--- src/rtl/core/lagged_fibonacci_modulo_rng_macros.svh ---
// Assertion macros for the lagged Fibonacci generator.
// Both expect a clock named clk and an active-low reset named rst_n in scope.
`ifndef LAGGED_FIBONACCI_MODULO_RNG_MACROS_SVH
`define LAGGED_FIBONACCI_MODULO_RNG_MACROS_SVH

`ifndef NO_ASSERTIONS

`define LFM_ASSERT(lbl, prop, msg) \
    lbl: assert property (@(posedge clk) disable iff (!rst_n) (prop)) else $error(msg);

`define LFM_ASSERT_NEXT(lbl, cond, prop, msg) \
    lbl: assert property (@(posedge clk) disable iff (!rst_n) (cond) |=> (prop)) \
        else $error(msg);

`else

`define LFM_ASSERT(lbl, prop, msg)

`define LFM_ASSERT_NEXT(lbl, cond, prop, msg)

`endif

`endif

--- src/rtl/core/lfm_pkg.sv ---
`default_nettype none

package lfm_pkg;

    localparam int DATA_W            = 32;
    localparam int TABLE_DEPTH_DEF   = 17;
    localparam int PARTNER_START_DEF = 5;

    typedef enum logic [2:0] {
        ST_SEED,
        ST_IDLE,
        ST_ADD,
        ST_DIV,
        ST_FINISH
    } lfm_state_t;

endpackage

`default_nettype wire

--- src/rtl/core/lfm_if.sv ---
`default_nettype none

interface lfm_req_if;
    logic                      valid;
    logic                      ready;
    logic [lfm_pkg::DATA_W-1:0] modulus;

    modport source (output valid, output modulus, input ready);
    modport sink   (input valid, input modulus, output ready);
endinterface

interface lfm_rsp_if;
    logic                      valid;
    logic                      ready;
    logic [lfm_pkg::DATA_W-1:0] random_value;

    modport source (output valid, output random_value, input ready);
    modport sink   (input valid, input random_value, output ready);
endinterface

`default_nettype wire

--- src/rtl/core/lagged_fibonacci_modulo_rng.sv ---
// A request is accepted only while idle; it runs the table add, then a 32-step
// restoring remainder loop that shifts the sum in one bit per cycle. Its result
// is registered once the response register is free; only then is a new request
// accepted. Reset: rst_n clears control at once; the table is then seeded
// one entry per cycle, all TABLE_DEPTH entries, with no request taken until done.
`default_nettype none
`include "lagged_fibonacci_modulo_rng_macros.svh"

module lagged_fibonacci_modulo_rng #(
    parameter int TABLE_DEPTH   = lfm_pkg::TABLE_DEPTH_DEF,
    parameter int PARTNER_START = lfm_pkg::PARTNER_START_DEF
) (
    input  wire       clk,
    input  wire       rst_n,
    lfm_req_if.sink   req,
    lfm_rsp_if.source rsp
);

    localparam int DW        = lfm_pkg::DATA_W;
    localparam int IW        = $clog2(TABLE_DEPTH + 1);
    localparam int AW        = $clog2(TABLE_DEPTH);
    localparam int CW        = $clog2(DW);
    localparam int PART_INIT = ((PARTNER_START - 1) % TABLE_DEPTH) + 1;

    localparam logic [IW-1:0] IDX_TOP   = IW'(TABLE_DEPTH);
    localparam logic [IW-1:0] IDX_ONE   = IW'(1);
    localparam logic [IW-1:0] IDX_PART  = IW'(PART_INIT);
    localparam logic [CW-1:0] CNT_LAST  = CW'(DW - 1);

    function automatic logic [IW-1:0] step_down(input logic [IW-1:0] idx);
        step_down = (idx <= IDX_ONE) ? IDX_TOP : idx - IDX_ONE;
    endfunction

    lfm_pkg::lfm_state_t state_reg, state_next;

    logic [IW-1:0] write_idx_reg, write_idx_next;
    logic [IW-1:0] partner_idx_reg, partner_idx_next;
    logic [IW-1:0] seed_idx_reg, seed_idx_next;
    logic [DW-1:0] seed_prev_reg, seed_prev_next;
    logic [DW-1:0] seed_pprev_reg, seed_pprev_next;
    logic [CW-1:0] bit_cnt_reg, bit_cnt_next;
    logic [DW-1:0] divisor_reg, divisor_next;
    logic [DW-1:0] dividend_reg, dividend_next;
    logic [DW-1:0] rem_reg, rem_next;
    logic          rsp_valid_reg, rsp_valid_next;
    logic [DW-1:0] random_value_reg, random_value_next;

    logic [DW-1:0] lag_mem [TABLE_DEPTH];
    logic [DW-1:0] rd_a_reg, rd_b_reg;
    logic          mem_we;
    logic [AW-1:0] mem_waddr;
    logic [DW-1:0] mem_wdata;

    logic [DW-1:0] seed_sum;
    logic [DW-1:0] table_sum;
    logic [DW:0]   trial;
    logic [DW+1:0] diff;
    logic          req_fire;
    logic          rsp_free;

    assign seed_sum  = seed_prev_reg + seed_pprev_reg;
    assign table_sum = rd_a_reg + rd_b_reg;
    assign trial     = {rem_reg, dividend_reg[DW-1]};
    assign diff      = {1'b0, trial} - {2'b00, divisor_reg};
    assign req_fire  = req.valid && req.ready;
    assign rsp_free  = !rsp_valid_reg || rsp.ready;

    assign req.ready        = (state_reg == lfm_pkg::ST_IDLE);
    assign rsp.valid        = rsp_valid_reg;
    assign rsp.random_value = random_value_reg;

    always_ff @(posedge clk)
    begin
        if (mem_we)
        begin
            lag_mem[mem_waddr] <= mem_wdata;
        end
        if (req_fire)
        begin
            rd_a_reg <= lag_mem[AW'(write_idx_reg - IDX_ONE)];
            rd_b_reg <= lag_mem[AW'(partner_idx_reg - IDX_ONE)];
        end
    end

    always_ff @(posedge clk or negedge rst_n)
    begin
        if (!rst_n)
        begin
            state_reg       <= lfm_pkg::ST_SEED;
            write_idx_reg   <= IDX_TOP;
            partner_idx_reg <= IDX_PART;
            seed_idx_reg    <= IDX_TOP;
            seed_prev_reg   <= DW'(1);
            seed_pprev_reg  <= '0;
            bit_cnt_reg     <= '0;
            rsp_valid_reg   <= 1'b0;
        end
        else
        begin
            state_reg       <= state_next;
            write_idx_reg   <= write_idx_next;
            partner_idx_reg <= partner_idx_next;
            seed_idx_reg    <= seed_idx_next;
            seed_prev_reg   <= seed_prev_next;
            seed_pprev_reg  <= seed_pprev_next;
            bit_cnt_reg     <= bit_cnt_next;
            rsp_valid_reg   <= rsp_valid_next;
        end
    end

    always_ff @(posedge clk)
    begin
        divisor_reg      <= divisor_next;
        dividend_reg     <= dividend_next;
        rem_reg          <= rem_next;
        random_value_reg <= random_value_next;
    end

    always_comb
    begin
        state_next        = state_reg;
        write_idx_next    = write_idx_reg;
        partner_idx_next  = partner_idx_reg;
        seed_idx_next     = seed_idx_reg;
        seed_prev_next    = seed_prev_reg;
        seed_pprev_next   = seed_pprev_reg;
        bit_cnt_next      = bit_cnt_reg;
        divisor_next      = divisor_reg;
        dividend_next     = dividend_reg;
        rem_next          = rem_reg;
        random_value_next = random_value_reg;
        rsp_valid_next    = rsp_valid_reg && !rsp.ready;
        mem_we            = 1'b0;
        mem_waddr         = AW'(write_idx_reg - IDX_ONE);
        mem_wdata         = table_sum;

        unique case (state_reg)
            lfm_pkg::ST_SEED:
            begin
                mem_we          = 1'b1;
                mem_waddr       = AW'(seed_idx_reg - IDX_ONE);
                mem_wdata       = seed_sum;
                seed_pprev_next = seed_prev_reg;
                seed_prev_next  = seed_sum;
                seed_idx_next   = seed_idx_reg - IDX_ONE;
                if (seed_idx_reg == IDX_ONE)
                begin
                    state_next = lfm_pkg::ST_IDLE;
                end
            end
            lfm_pkg::ST_IDLE:
            begin
                if (req_fire)
                begin
                    divisor_next = req.modulus;
                    state_next   = lfm_pkg::ST_ADD;
                end
            end
            lfm_pkg::ST_ADD:
            begin
                mem_we           = 1'b1;
                dividend_next    = table_sum;
                rem_next         = '0;
                bit_cnt_next     = '0;
                write_idx_next   = step_down(write_idx_reg);
                partner_idx_next = step_down(partner_idx_reg);
                state_next       = lfm_pkg::ST_DIV;
            end
            lfm_pkg::ST_DIV:
            begin
                // shift in the next sum bit, subtract the divisor if it fits
                rem_next      = diff[DW+1] ? trial[DW-1:0] : diff[DW-1:0];
                dividend_next = {dividend_reg[DW-2:0], 1'b0};
                bit_cnt_next  = bit_cnt_reg + CW'(1);
                if (bit_cnt_reg == CNT_LAST)
                begin
                    state_next = lfm_pkg::ST_FINISH;
                end
            end
            lfm_pkg::ST_FINISH:
            begin
                if (rsp_free)
                begin
                    random_value_next = rem_reg;
                    rsp_valid_next    = 1'b1;
                    state_next        = lfm_pkg::ST_IDLE;
                end
            end
            default:
            begin
                state_next = lfm_pkg::ST_IDLE;
            end
        endcase
    end

    `LFM_ASSERT_NEXT(a_accept_starts_add, req_fire, state_reg == lfm_pkg::ST_ADD,
        "accepted request did not start the table add")
    `LFM_ASSERT(a_rem_below_divisor,
        (state_reg == lfm_pkg::ST_FINISH && divisor_reg != '0) |-> (rem_reg < divisor_reg),
        "remainder not below divisor at end of division")
    `LFM_ASSERT(a_index_range,
        write_idx_reg >= IDX_ONE && write_idx_reg <= IDX_TOP &&
        partner_idx_reg >= IDX_ONE && partner_idx_reg <= IDX_TOP,
        "table index out of range")
    `LFM_ASSERT_NEXT(a_add_steps_index, state_reg == lfm_pkg::ST_ADD,
        write_idx_reg == step_down($past(write_idx_reg)),
        "write index did not step down after the add")

endmodule

`default_nettype wire

--- src/flat_wrapper.sv ---
// flat-port wrapper written by rule: the top's interface ports become plain ports
module lagged_fibonacci_modulo_rng_flat 
#(
    parameter int TABLE_DEPTH   = lfm_pkg::TABLE_DEPTH_DEF,
    parameter int PARTNER_START = lfm_pkg::PARTNER_START_DEF
)
  (clk, rst_n, req_valid, req_modulus, req_ready, rsp_valid, rsp_random_value, rsp_ready);
  lfm_req_if req_i ();
  lfm_rsp_if rsp_i ();
  input  wire clk;
  input  wire rst_n;
  input wire logic [$bits(req_i.valid)-1:0] req_valid;
  input wire logic [$bits(req_i.modulus)-1:0] req_modulus;
  output wire logic [$bits(req_i.ready)-1:0] req_ready;
  output wire logic [$bits(rsp_i.valid)-1:0] rsp_valid;
  output wire logic [$bits(rsp_i.random_value)-1:0] rsp_random_value;
  input wire logic [$bits(rsp_i.ready)-1:0] rsp_ready;
  assign req_i.valid = req_valid;
  assign req_i.modulus = req_modulus;
  assign req_ready = req_i.ready;
  assign rsp_valid = rsp_i.valid;
  assign rsp_random_value = rsp_i.random_value;
  assign rsp_i.ready = rsp_ready;
  lagged_fibonacci_modulo_rng #(.TABLE_DEPTH(TABLE_DEPTH), .PARTNER_START(PARTNER_START)) u_core (.clk(clk), .rst_n(rst_n), .req(req_i), .rsp(rsp_i));
endmodule
--- config.mk ---
export PLATFORM = sky130hd
export DESIGN_NAME = lagged_fibonacci_modulo_rng_flat
export DESIGN_NICKNAME = d
export VERILOG_FILES = /design/src/rtl/core/lfm_pkg.sv /design/src/rtl/core/lfm_if.sv /design/src/rtl/core/lagged_fibonacci_modulo_rng.sv /design/src/flat_wrapper.sv
export VERILOG_INCLUDE_DIRS = /design/src /design/src/rtl/core
export SDC_FILE = /design/constraint.sdc
export NUM_CORES = 1
export LEC_CHECK = 0
export BUFFER_PORTS_ARGS = -buffer_cell sky130_fd_sc_hd__buf_2
export CAP_MARGIN = 20
export CELL_PAD_IN_SITES_DETAIL_PLACEMENT = 0
export CELL_PAD_IN_SITES_GLOBAL_PLACEMENT = 1
export CORE_MARGIN = 8
export CORE_UTILIZATION = 49
export DETAILED_ROUTE_END_ITERATION = 10
export PLACE_DENSITY = 0.83
export SYNTH_ARGS = -nofsm -noshare
export SYNTH_HDL_FRONTEND = slang
export SYNTH_SLANG_ARGS = --single-unit
--- constraint.sdc ---
create_clock -name clk -period 4.99 [get_ports clk]
set_clock_uncertainty 0.15 [all_clocks]
set_input_delay 0.998 -clock clk [delete_from_list [all_inputs] [get_ports clk]]
set_output_delay 0.998 -clock clk [all_outputs]
set_load 0.02 [all_outputs]
=== Word-level counts from Yosys, hierarchy flattened ===
Memory sizes are Yosys's and may differ from the RTL's. A register that Yosys moved wholly into a read port is not among the register bits.
Cells that the tools add are included.

* Flip-flop bits (word level): 216
* Memory bits (writable): 544
* Bits of input ports: 36
* Output and inout port bits: 34
* Logic and storage cells: 61
* Memories kept: 1

* $add $sub $neg: 7
* $lt $le $gt $ge: 2
* Equal/unequal tests: 10
* Mux-type cells: 18
* Reduce and logical (&&, ||, !) cells: 11

{| class="wikitable"
|+ Memory list
! memory !! depth !! bits a word !! rd ports !! clocked after memory_dff !! write ports !! RTL line !! source
|-
| u_core.lag_mem || 17 || 32 || 2 || 2 || 1 || lagged_fibonacci_modulo_rng.sv:48 || <nowiki>logic [DW-1:0] lag_mem [TABLE_DEPTH];</nowiki>
|}

{| class="wikitable"
|+ Operators by type and width
! operator !! count
|-
| one-hot mux 32 bit (2 select lines) || 2
|-
| adder 32 bit || 2
|-
| 2-to-1 mux 32 bit || 2
|-
| subtractor 33 x 32 -> 34 bit || 1
|-
| 2-to-1 mux 5 bit || 3
|-
| one-hot mux 3 bit (5 select lines) || 1
|-
| subtractor 5 x 1 -> 5 bit (second input constant) || 3
|-
| 2-to-1 mux 3 bit || 4
|-
| <= comparator 5 x 1 -> 1 bit (second input constant) || 2
|-
| one-hot mux 5 bit (2 select lines) || 1
|-
| equality test 3 x 2 -> 1 bit (second input constant) || 2
|-
| != test 2 x 1 -> 1 bit (second input constant) || 3
|-
| adder 5 x 1 -> 5 bit (second input constant) || 1
|-
| equality test 5 x 1 -> 1 bit (second input constant) || 1
|-
| equality test 5 bit (second input constant) || 1
|-
| 2-to-1 mux 1 bit || 5
|-
| AND reduction 2 bit || 2
|-
| AND reduction 4 bit || 1
|-
| equality test 3 x 1 -> 1 bit (second input constant) || 1
|-
| equality test 3 bit (second input constant) || 1
|-
| logical NOT 3 bit || 1
|-
| logical AND 1 bit || 2
|-
| logical NOT 1 bit || 2
|-
| != test 2 bit (second input constant) || 1
|-
| other kinds (3) || 3
|}

=== Longest topological paths before layout ===
Gate-level depths: netlist (run 1).

* Word-level depth: 5
* Gate-level depth with buffers: 13
* Gate-level depth less buffers: 12

=== Worst setup path before layout (run 1) ===
No wires, ideal clock.

* Path type: input to register
* Start: in req_valid
* End: reg u_core.divisor_reg[0] (enable)
* Setup time: 0.551 ns
* Data arrival time: 5.068 ns
* Data required time: 4.289 ns
* Setup slack: -0.779 ns
* Cell stages on the path: 2
* Path buffers: 0
* Cell sequence: nand2_1 -> nor2_1

* Cells in the longest elaborated chain, start to end: 2

{| class="wikitable"
|+ Ends and longest elaborated chain
! element !! RTL line !! source
|-
| start: declaration || flat_wrapper.sv:12 || <nowiki>input wire logic [$bits(req_i.valid)-1:0] req_valid;</nowiki>
|-
| logical AND 1 bit || lagged_fibonacci_modulo_rng.sv:65 || <nowiki>assign req_fire = req.valid && req.ready;</nowiki>
|-
| via u_core.req_fire || lagged_fibonacci_modulo_rng.sv:58 || <nowiki>logic req_fire;</nowiki>
|-
| AND reduction 2 bit (no line) || n/a ||
|-
| end signal: assignment || lagged_fibonacci_modulo_rng.sv:113 || <nowiki>divisor_reg <= divisor_next;</nowiki>
|-
| end: declaration || lagged_fibonacci_modulo_rng.sv:42 || <nowiki>logic [DW-1:0] divisor_reg, divisor_next;</nowiki>
|}

The timed path passes the listed nets, and every way through them passes these cells.
A chain may end at the register's enable or synchronous reset.

=== Worst setup path in the final report (run 1) ===
* Start: reg u_core.seed_pprev_reg[0]
* End: mem u_core.lag_mem[11][26] (netlist name), data pin

* Cells in the longest elaborated chain, start to end: 2

{| class="wikitable"
|+ Ends and longest elaborated chain
! element !! RTL line !! source
|-
| start: declaration || lagged_fibonacci_modulo_rng.sv:40 || <nowiki>logic [DW-1:0] seed_pprev_reg, seed_pprev_next;</nowiki>
|-
| start signal: assignment || lagged_fibonacci_modulo_rng.sv:105 || <nowiki>seed_pprev_reg <= seed_pprev_next;</nowiki>
|-
| adder 32 bit || lagged_fibonacci_modulo_rng.sv:61 || <nowiki>assign seed_sum = seed_prev_reg + seed_pprev_reg;</nowiki>
|-
| 2-to-1 mux 32 bit || lagged_fibonacci_modulo_rng.sv:137 || <nowiki>unique case (state_reg)</nowiki>
|-
| via u_core.mem_wdata[26] || lagged_fibonacci_modulo_rng.sv:52 || <nowiki>logic [DW-1:0] mem_wdata;</nowiki>
|-
| end: declaration || lagged_fibonacci_modulo_rng.sv:48 ||
|}

The timed path passes the listed nets, and every way through them passes these cells.

==> reports/qor.yml, run 1 <==
outcome: "complete, no violations"
highest_layer: "met4"
worst_slack_ns: 0.8351
largest-register: "u_core.lag_mem"
clock_latency_ns: 0.65
setup_viol_count_final: 0
drive_gt1_frac: 0.2635
core_area_um2: 81720
synth-seq-cells: 824
relSlewSlack: 0.3053
cts-buffers-inserted: 87
die_w_um: 302.7
critPathLaunchType: "register"
end_kind: "register"
antenna_found_initial: 1
ant_nets: 0
yosysSeqAreaShare: 0.6036
cap_violations: 0
rsz0062_at_grt: "no"
fin_area_um2: 45290
start_util: 0.4929
fin_crit_ns: 4.155
pre_cts_slack_ns: 0.6517
grt_pass1_wl_um: 150400
syn_area_per_cell_um2: 15.76
hpwl_um: 59770
cts.sinks: 824
drc: 0
mostFrequentLayoutCell: "edfxtp_1"
finalCritPeriodShare: 0.8326
swShare: 0.3743
grt_pass1_vias: 24460
gp_congestion: 0.8764
seq_power_share: 0.334
required_ns: 5.21
path_class: "reg -> reg"
n_fill_cell: 6206
fp.dieArea_um2: 91630
final_cell_mix: "edfxtp_1 (736), mux4_2 (320), nand2_1 (310), nor2_1 (100), ha_1 (100)"
syn_to_final_growth_pct: 12.44
wl_um: 99450
synthFlopType: "edfxtp_1"
hold_buffers: 0
dr_wl_met3_um: 10200
synth-edff-count: 736
drt_first_pass_iters: 5
cts_resized: 0
cts_max_level: 3
die_h_um: 302.7
via_count: 24090
row_count: 105
drtIter0Drc: 2643
peakVddDrop_mv: 0.6549
nets: 2791
report.final.slew_viol_count: 0
n_antenna_cell: 0
cts.clk_slew.worst_paths_ns: 0.06
cts_tree: "yes"
leakagePower_nw: 16.23
syn_nets: 2696
io_buffers: 69
yosys_warnings: 0
worstPathArrival_ns: 4.37
track_usage: 0.2172
rrSetupSlack_ns: 0.84
overflow: 0
placed_area_um2: 42370
wl_per_cell_um: 26.26
ys_types: 75
postCtsSetupRepairBufs: 0
p_sw_mw: 13.39
p_per_area_nw_per_um2: 790.2
grt_max_degree: 110
internal-power_mw: 22.39
hp-class: "in -> async"
synthCells: 2555
largest_reg_flops: 544
synthArstFlopShare: 0.1068
crit_fanout: 17
tightest_slew_ns: 1.042
tns_ns: 0
clockBufferDepth: 3
met1_length_um: 39040
syn-cell-area_um2: 40280
p_clk_frac: 0.184
fin_util: 0.5542
viasPerCell: 6.361
fmax_mhz: 240.7
hold_violations: 0
cts_root_buffer: "clkbuf_16"
p_comb_frac: 0.481
dr_wl_met2_um: 47180
io_pins: 70
[final cells by class]
class | instances | area, um^2 | area share
well taps | 1070 | 1339 | 0.02956
multi-input cells | 1533 | 15460 | 0.3414
flip-flops and latches | 824 | 24320 | 0.5370
repair buffers | 139 | 1018 | 0.02249
inverters | 65 | 244.0 | 0.005387
clock inverters | 53 | 615.6 | 0.01359
clock buffers | 103 | 2290 | 0.05056
[final timing paths]
kind,cells past startpoint,endpoint,start
max in group asynchronous,2,u_core.seed_pprev_reg[31],rst_n
worst max-delay path,12,u_core.lag_mem[11][26],u_core.seed_pprev_reg[0]
worst min-delay path,1,u_core.seed_pprev_reg[3],rst_n
min in group clk,2,u_core.seed_prev_reg[0],u_core.seed_prev_reg[0]
worst max register to register,12,u_core.lag_mem[11][26],u_core.seed_pprev_reg[0]
worst min register to register,2,u_core.seed_prev_reg[0],u_core.seed_prev_reg[0]
[metrics by stage]
stage | power (mW) | hold slack [ns] | instances
2_1_floorplan | 23.71 | 0.2985 | 2555
3_3_place_gp | 28.42 | 0.3139 | 3627
3_5_place_dp | 29.04 | 0.3092 | 3629
4_1_cts | 35.75 | 0.2699 | 3785
5_1_grt | 37.43 | 0.3046 | 3787
6_report | 35.79 | 0.2752 | 3787
[critical path: stages (launching register included)]
cell	delay, ns
dfrtp_1	0.38
ha_1	0.25
fa_1	0.43
a211oi_1	0.27
nor2_1	0.12
o21ai_1	0.31
o21ai_0	0.29
a41o_1	0.33
a21oi_1	0.33
o21ai_0	0.21
xnor2_1	0.35
o21ai_0	0.21
buf_4	0.25
[synth_stat cells (5+ instances only)]
cell | number | share of area
xnor2_1 | 53 | 0.012
clkbuf_1 | 96 | 0.0089
mux2i_1 | 29 | 0.0072
edfxtp_1 | 736 | 0.55
buf_1 | 10 | 0.00093
nor2b_1 | 10 | 0.0016
dfrtp_1 | 81 | 0.050
mux4_2 | 320 | 0.18
o31a_1 | 5 | 0.0011
ha_1 | 102 | 0.032
nand3_1 | 26 | 0.0032
nand2_1 | 311 | 0.029
nor2_1 | 118 | 0.011
a22o_1 | 5 | 0.0011
a21o_1 | 46 | 0.0086
nand3b_1 | 5 | 0.00093
o21ai_1 | 7 | 0.00087
nand4_1 | 11 | 0.0017
o21ai_0 | 86 | 0.011
a211oi_1 | 16 | 0.0030
dfstp_2 | 7 | 0.0046
nor3_1 | 23 | 0.0029
a31oi_1 | 10 | 0.0016
nor4_1 | 6 | 0.00093
and2_1 | 6 | 0.00093
and3_1 | 9 | 0.0014
a21oi_1 | 93 | 0.012
inv_1 | 65 | 0.0061
nand2b_1 | 12 | 0.0019
buf_2 | 25 | 0.0031
mux2_2 | 76 | 0.021
o22ai_1 | 8 | 0.0012
o211ai_1 | 7 | 0.0013
o21bai_1 | 9 | 0.0017
o21a_1 | 21 | 0.0039
xor2_1 | 40 | 0.0087
[routing by layer]
metal	global-route usage	up-vias
met3	0.04579	217
met5	0	-
met1	0.2948	12220
li1	-	10290
met4	0.07092	0
met2	0.3514	1358
[cells by family after synthesis]
family | synth area share
flip-flops | 0.6036
AND/OR/NAND/NOR | 0.05825
multiplexers | 0.2074
AO/OA/AOI/OAI | 0.05794
buffers and inverters | 0.01942
adder cells (fa/ha/maj) | 0.03318
XOR/XNOR | 0.02022
[power groups by stage]
stage	registers [mW]	logic, mW	clock network, mW
final	12.0	17.2	6.60
after global routing	12.1	18.4	6.96
after CTS	12.0	17.1	6.71
after detailed placement	12.1	17.0	0
after global placement	12.0	16.4	0
after floorplan	11.8	11.9	0
Note: power is estimated with default switching activity, not from simulation.
==> run 2, diff against run 1 <==
Clock period 4.99 ns to 3.8 ns, I/O delays scaled along.
==> reports/qor.yml, run 2 (synthesized netlist as in run 1, its figures left out) <==
outcome: "complete, no violations"
mostFrequentLayoutCell: "edfxtp_1"
fmax_mhz: 274.0
overflow: 0
p_per_area_nw_per_um2: 1031
hpwl_um: 61990
finalPower_mw: 47.15
worstPathArrival_ns: 3.93
start_util: 0.4929
row_count: 105
internal-power_mw: 29.41
leakagePower_nw: 16.42
cp_slowest_stage_delay_ns: 0.54
report.final.slew_viol_count: 0
drt_first_pass_iters: 5
hold_violations: 0
worst_r2r_startpoint: "u_core.seed_prev_reg[0]"
path_delay_family: "compound AO/OA/AOI/OAI gates"
path_class: "reg -> reg"
p_clk_frac: 0.175
required_ns: 4.08
drtIter0Drc: 2455
worstPathCellList: "ha_1, buf_4, a211oi_1, o21ai_1, nand3_1, o311ai_2, a221o_1, a21o_1, a31oi_2, xnor2_1, mux2_2"
clockBufferDepth: 3
pre_cts_slack_ns: -0.2102
nets: 2829
clock_latency_ns: 0.66
crit_fanout: 17
grt_max_degree: 104
setup_viol_count_final: 0
ant_nets: 0
cts.clk_slew.worst_paths_ns: 0.06
hp-class: "in -> reg"
r2r-end: "u_core.lag_mem[12][25]"
die_h_um: 302.7
cp_slowest_cell: "dfstp_2"
rrSetupSlack_ns: 0.15
layout.cells.non_filler: 3829
end_kind: "register"
track_usage: 0.2221
io_buffers: 69
crit_start: "u_core.seed_prev_reg[0]"
largest_reg_flops: 544
peakVddDrop_mv: 0.8198
viasPerCell: 6.335
rsz0062_at_grt: "no"
swShare: 0.3763
antenna_found_initial: 1
r2r_cells: 11
fp.dieArea_um2: 91630
grt_pass1_wl_um: 154500
finalCritPeriodShare: 0.9604
tightest_slew_ns: 1.124
via_count: 24260
io_pins: 70
drc: 0
p_comb_frac: 0.494
syn_to_final_growth_pct: 13.51
seq_power_share: 0.331
worst_slack_ns: 0.1507
fin_util: 0.5595
die_w_um: 302.7
cts.sinks: 824
critPathLaunchType: "register"
wl_um: 101900
grt_pass1_vias: 24980
cts-buffers-inserted: 86
cts_max_level: 3
cts_tree: "yes"
cp_num_buf_inv: 1
cap_violations: 0
wl_per_cell_um: 26.62
gp_congestion: 0.8692
dp.cells: 3661
endpoint: "u_core.lag_mem[12][25]"
cts_root_buffer: "clkbuf_16"
relSlewSlack: 0.2505
n_antenna_cell: 0
p_sw_mw: 17.75
core_area_um2: 81720
path_depth: 11
drive_gt1_frac: 0.2755
fin_crit_ns: 3.649
largest-register: "u_core.lag_mem"
final_cell_mix: "edfxtp_1 (736), mux4_2 (320), nand2_1 (310), nor2_1 (100), ha_1 (100)"
-- run 2: cell count changes in the layout (fill, tap and decap cells not counted), sizes merged --
cell / delta
dlygate4sd3: +1
clkinvlp: +1
buf: +38
clkinv: -1
clkbuf: +11
bufinv: -7
inv: -1
-- run 2: cell type report --
cell class,instances,area (um^2)
Multi-Input combinational cell,1533,15510
Timing Repair Buffer,178,1556
Clock buffer,114,2308
Fill cell,6261,36000
Clock inverter,45,442.9
Tap cell,1070,1339
Inverter,65,244.0
Sequential cell,824,24320
-- run 2: power groups by stage --
stage | combinational, mW | clock, mW | sequential (mW)
after floorplan | 15.7 | 0 | 15.5
after global placement | 22.1 | 0 | 15.7
after detailed placement | 22.8 | 0 | 15.8
after CTS | 23.0 | 8.40 | 15.6
after global routing | 24.8 | 8.71 | 15.8
final | 23.3 | 8.26 | 15.6
-- run 2: worst min path at each step --
stage               slack [ns]                 endpoint  depth (start not counted)               startpoint
finish                    0.12   u_core.divisor_reg[31]                          1          req_modulus[31]
global route               0.1   u_core.divisor_reg[25]                          1          req_modulus[25]
global placement          0.31  u_core.seed_prev_reg[0]                          2  u_core.seed_prev_reg[0]
floorplan                 0.30  u_core.seed_prev_reg[0]                          2  u_core.seed_prev_reg[0]
detailed placement        0.31  u_core.seed_prev_reg[0]                          2  u_core.seed_prev_reg[0]
CTS                       0.08   u_core.divisor_reg[20]                          1          req_modulus[20]
-- run 2: repair_timing --
item,4_1_cts,5_1_grt
hold buffers,1,0
pin swaps,0,3
setup buffers,0,4
cloned,0,0
setup endpoints to repair,34,78
endpoints found under the hold margin,19,0
gates resized for setup,2,7
-- run 2: metrics by stage --
step / area [um^2] / hold WS, ns / setup TNS (ns)
3_3_place_gp: 42830 / 0.3143 / -4.061
3_5_place_dp: 42830 / 0.3142 / -6.293
5_1_grt: 45720 / 0.09921 / 0
2_1_floorplan: 40370 / 0.2985 / -40.11
6_report: 45720 / 0.1217 / 0
4_1_cts: 45600 / 0.08042 / 0
-- run 2: per-layer routing --
layer  GRT usage  part of all wire
met1      0.3019              0.40
met3     0.03302             0.081
met2      0.3692              0.49
met4     0.07275             0.033
met5           0           0.00012
